===== src/hw/rtl/gic_pkg.sv =====
// shared types and constants for the gamepad input conditioner
package gic_pkg;

  localparam int BUTTON_COUNT = 16;
  localparam logic [15:0] BUTTON_MASK = 16'((33'd1 << BUTTON_COUNT) - 33'd1);
  localparam logic [14:0] STICK_MAX = 15'd32767;

  localparam logic [1:0] CFG_LEFT_DZ  = 2'd0;
  localparam logic [1:0] CFG_RIGHT_DZ = 2'd1;
  localparam logic [1:0] CFG_TRIG_THR = 2'd2;

  localparam logic [1:0] LINK_NONE = 2'd0;
  localparam logic [1:0] LINK_UP   = 2'd1;
  localparam logic [1:0] LINK_DOWN = 2'd2;

  typedef struct packed {
    logic               link_up;
    logic [15:0]        button_bits;
    logic signed [15:0] left_x_raw;
    logic signed [15:0] left_y_raw;
    logic signed [15:0] right_x_raw;
    logic signed [15:0] right_y_raw;
    logic [7:0]         left_trigger_raw;
    logic [7:0]         right_trigger_raw;
  } gic_in_t;

  typedef struct packed {
    logic [1:0]         link_event;
    logic               sample_taken;
    logic [15:0]        pressed_mask;
    logic [15:0]        released_mask;
    logic signed [15:0] left_x;
    logic signed [15:0] left_y;
    logic signed [15:0] right_x;
    logic signed [15:0] right_y;
    logic [15:0]        left_trigger;
    logic [15:0]        right_trigger;
    logic               state_changed;
  } gic_out_t;

  // lane control: start pulse in, done pulse back
  typedef struct packed {
    logic start;
    logic done;
  } gic_lane_ctl_t;

endpackage


===== src/hw/rtl/gic_trigger.sv =====
// one trigger lane: threshold then rescale to q0.16 by a serial divide
module gic_trigger import gic_pkg::*; (
  input  logic        clk,
  input  logic        rst,
  input  logic        start,
  input  logic [7:0]  raw,
  input  logic [7:0]  thr,
  output logic        done,
  output logic [15:0] value
);
  logic [23:0] quo;
  logic [8:0]  rem;
  logic [7:0]  den;
  logic [4:0]  cnt;
  logic        busy;
  logic [1:0]  mode;
  logic [8:0]  sh, trial;

  localparam logic [1:0] M_DIV = 2'd0, M_ZERO = 2'd1, M_FULL = 2'd2;

  assign sh = {rem[7:0], quo[23]};
  assign trial = sh - {1'b0, den};

  always_ff @(posedge clk) begin
    if (rst) begin
      busy <= 1'b0;
      done <= 1'b0;
    end else begin
      done <= 1'b0;
      if (start) begin
        busy <= 1'b1;
        cnt  <= '0;
        rem  <= '0;
        den  <= 8'd255 - thr;
        quo  <= 24'(16'(raw - thr) * 24'd65535);
        mode <= (raw < thr) ? M_ZERO : ((thr == 8'd255) ? M_FULL : M_DIV);
      end else if (busy) begin
        if (!trial[8]) begin
          rem <= trial;
          quo <= {quo[22:0], 1'b1};
        end else begin
          rem <= sh;
          quo <= {quo[22:0], 1'b0};
        end
        cnt <= cnt + 5'd1;
        if (cnt == 5'd23) begin
          busy <= 1'b0;
          done <= 1'b1;
        end
      end
    end
  end

  always_comb begin
    case (mode)
      M_ZERO:  value = '0;
      M_FULL:  value = 16'hFFFF;
      default: value = quo[15:0];
    endcase
  end
endmodule


===== config.mk =====
export PLATFORM = sky130hd
export DESIGN_NAME = gic_trigger
export DESIGN_NICKNAME = d
export VERILOG_FILES = /design/src/hw/rtl/gic_pkg.sv /design/src/hw/rtl/gic_trigger.sv
export SDC_FILE = /design/constraint.sdc
export NUM_CORES = 1
export LEC_CHECK = 0
export BUFFER_PORTS_ARGS = -buffer_cell sky130_fd_sc_hd__buf_4
export CAP_MARGIN = 30
export CORE_MARGIN = 3
export CORE_UTILIZATION = 64
export DETAILED_ROUTE_END_ITERATION = 12
export GPL_ROUTABILITY_DRIVEN = 1
export PLACE_DENSITY = 0.94
export REMOVE_ABC_BUFFERS = 1
export SETUP_SLACK_MARGIN = 0.2
export SLEW_MARGIN = 40
export SYNTH_ARGS = -nofsm -noshare
export SYNTH_HDL_FRONTEND = slang
export SYNTH_SLANG_ARGS = --single-unit

===== constraint.sdc =====
create_clock -name clk -period 10.9 [get_ports clk]
set_input_delay 1.09 -clock clk [delete_from_list [all_inputs] [get_ports clk]]
set_output_delay 1.09 -clock clk [all_outputs]
set_load 0.05 [all_outputs]

==> impl_metrics.py <==
metrics = {
    "floorplanning": {
        "placeableCoreArea_um2": 9864,
        "die_h_um": 107.1,
        "io_pins": 36,
        "die_area_um2": 11470,
        "floorplan_die_width_um": 107.1,
        "core_rows": 36,
        "initial_core_util_pct": 66.34,
    },
    "synth": {
        "postSynthCellCount": 678,
        "ys_seq_area_share_pct": 22.18,
        "post_synth_instance_area_um2": 6544,
        "synth.avg_cell_area_um2": 9.652,
        "dominantRegCellSynth": "edfxtp_1",
        "ys_async_sr_fraction_pct": 0,
        "ys_ff_latch": 49,
        "count_of_unique_library_cells_instantiated_by_yosys": 58,
        "synth-edff-count": 47,
        "yosysWarningCount": 0,
    },
    "grt": {
        "grt_first_pass_wirelength_mm": 24.79,
        "globalRouteMet1Util_pct": 33.31,
        "grt_use_met2_pct": 49.82,
        "met3_track_demand_over_resource_in_global_routing_pct": 3.672,
        "first_global_vias": 5312,
        "grt_antenna_before_repair": 0,
        "grt_util_overall_pct": 27.05,
        "grt_max_degree": 47,
        "busiest_layer": "met2",
        "grt_overflow_total": 0,
    },
    "placement": {
        "numPortBuffers": 35,
        "place_hpwl_mm": 11.84,
        "place.gp.congestion": 1.010,
    },
    "cts": {
        "clock_transition_at_the_registers_of_the_reported_paths_ns": 0.09,
        "post_cts_buffers": 0,
        "cts_hold_buf": 0,
        "cts_buffer_depth": 2,
        "cts-resized-gates": 0,
        "clk_latency_ns": 0.31,
        "cts-htree-levels": 2,
        "cts.sink_count": 49,
        "cell_at_the_root_of_the_clock_tree": "clkbuf_8",
        "tritoncts": "yes",
        "cts_made_buffers": 5,
    },
    "final_layout": {
        "antenna_diode_instance_count": 0,
        "drive_above_1_share_pct": 10.61,
        "net_total_in_the_final_layout": 879,
        "area.growth.synth_to_final_pct": 7.916,
    },
    "status": {
        "outcome": "finished, final reports clean",
    },
    "sta": {
        "maxSlewViolCount": 0,
        "timing.final.crit_period_ns": 8.537,
        "final.period_utilization_pct": 78.32,
        "timing.fmax_ghz": 0.1171,
        "skew_ns": 0.01604,
        "finalHoldViolCount": 0,
        "tightestPinTransition_ns": 0.6840,
        "setup-tns-final_ns": 0,
        "maxSlewHeadroom_pct": 54.07,
        "grt_setup_unrepaired": "no",
        "report.final.setup_viol": 0,
    },
    "critical_path": {
        "path_max_fanout": 7,
        "crit_path_top_delay_cell": "fa_1",
        "timing.critical_path.mode_cell": "inv_1",
        "max_stage_delay_ns": 0.54,
        "worst_ep_arrival_time_ns": 8.59,
        "timing.setup.critical_path_class": "primary input to flip-flop",
        "critical_path_required_ns": 10.96,
        "sort_of_element_at_the_end_of_the_critical_path": "flip-flop",
        "type_of_element_launching_the_critical_path": "primary input",
    },
    "routing": {
        "routed_via_density": 5.764,
        "post_drt_wl_per_cell_um": 17.25,
        "drt-initial-drc-count": 250,
        "first_pass_iters": 5,
        "remaining_drc_errors": 0,
        "antenna_left": 0,
        "route.final.wire_length_mm": 14.49,
        "routed-via-count": 4842,
    },
    "hold_path": {
        "min_path_type": "flip-flop to flip-flop",
    },
    "flow_run": {
        "maxCapViolations": 0,
    },
}
==> flip-flops by register name (all words and copies together), names as in the netlist <==
register,count
mode,2
den,8
quo,24
done,1
cnt,5
rem,8
busy,1
==> kinds of logic after synthesis <==
| group | after synthesis | synth area share, % |
|---|---|---|
| AO/OA/AOI/OAI | 111 | 11.26 |
| flip-flops | 49 | 22.18 |
| other | 1 | 0.05731 |
| multiplexers | 19 | 3.250 |
| buffers and inverters | 175 | 10.31 |
| XOR/XNOR | 43 | 6.080 |
| AND/OR/NAND/NOR | 126 | 9.159 |
| adder cells (fa/ha/maj) | 154 | 37.71 |
==> metal layers <==
layer,vias to the layer above,wire [µm]
met1,2393,5803
met3,38,616
met5,-,0
met4,0,405
met2,151,7661
li1,2260,-
==> layout make-up <==
| type | count | area [µm²] |
|---|---|---|
| clock buffers | 6 | 72.57 |
| inverters | 157 | 589.3 |
| clock inverters | 2 | 38.79 |
| repair buffers | 37 | 297.8 |
| well taps | 133 | 166.4 |
| flip-flops and latches | 49 | 1451 |
| fillers | 695 | 2803 |
| multi-input cells | 456 | 4446 |
==> stage by stage <==
stage / hold slack (ns) / area (µm²) / setup slack (ns) / instances / util [%]
floorplan: 0.4595 / 6466 / 2.905 / 662 / -
global placement: 0.4717 / 6910 / 2.426 / 831 / 70.05
detailed placement: 0.4831 / 6938 / 2.151 / 832 / 70.33
CTS: 0.4984 / 7049 / 2.381 / 840 / 71.46
global route: 0.5206 / 7062 / 1.902 / 840 / 71.59
finish: 0.5022 / 7062 / 2.363 / 840 / 71.59
==> placed cells by master (no fill, tap or decap), types with 2 or more instances in the layout <==
cell type and count:
nor3_1 6, a211oi_1 5, xnor2_1 27, nand3_1 16, or3_1 3, a31oi_1 3, fa_1 72, nand4_1 4
nand2b_1 4, xor2_1 14, nand4b_1 2, dfxtp_1 2, nor2b_1 5, o31a_1 2, edfxtp_1 47, clkbuf_8 5
o21bai_1 2, nor2_4 2, a21o_1 22, and3_1 3, ha_1 82, mux2_2 18, conb_1 3, nand2_1 48
o21ai_1 2, a21oi_1 32, o21a_1 5, and2_1 2, nor2_1 23, inv_1 156, o21ai_0 23, buf_4 36
==> worst max-delay path: cells and delay by family <==
family | cells | cell delay (ns)
fa+ha+maj | 9 | 3.76
compound gates | 6 | 1.55
xor+xnor | 3 | 0.81
buf+inv | 9 | 0.60
simple gates | 4 | 0.50
mux | 1 | 0.27
==> Yosys cell counts, drive strengths merged, types with 3 or more instances <==
cell type | instances | area [µm²]
nand3 | 16 | 80.08
a211oi | 5 | 37.54
inv | 157 | 589.3
nor3 | 7 | 35.03
or3 | 3 | 18.77
mux2 | 18 | 202.7
a21o | 22 | 165.2
ha | 82 | 1026
edfxtp | 47 | 1411
o21ai | 25 | 125.1
xor2 | 14 | 122.6
nor2b | 6 | 37.54
xnor2 | 28 | 252.8
fa | 72 | 1441
and3 | 3 | 18.77
a31oi | 4 | 40.04
nor2 | 25 | 96.35
o21a | 5 | 37.54
buf | 4 | 32.53
a21oi | 33 | 168.9
nand4 | 4 | 25.02
nand2b | 4 | 25.02
nand2 | 48 | 180.2
clkbuf | 14 | 52.55
==> final timing paths <==
check	start	end	slack (ns)	cells after the start
worst min-delay path	busy$_SDFF_PP0_	done$_SDFF_PP0_	0.50	1
worst max register to register	quo[23]$_DFFE_PP_	rem[3]$_SDFFCE_PP0P_	7.84	11
worst max-delay path	raw[0]	quo[21]$_DFFE_PP_	2.36	32
worst min register to register	busy$_SDFF_PP0_	done$_SDFF_PP0_	0.50	1
Power is left out: the tool's default activity adds up to more than one toggle a clock period on the data nets, which glitch-free logic cannot reach.
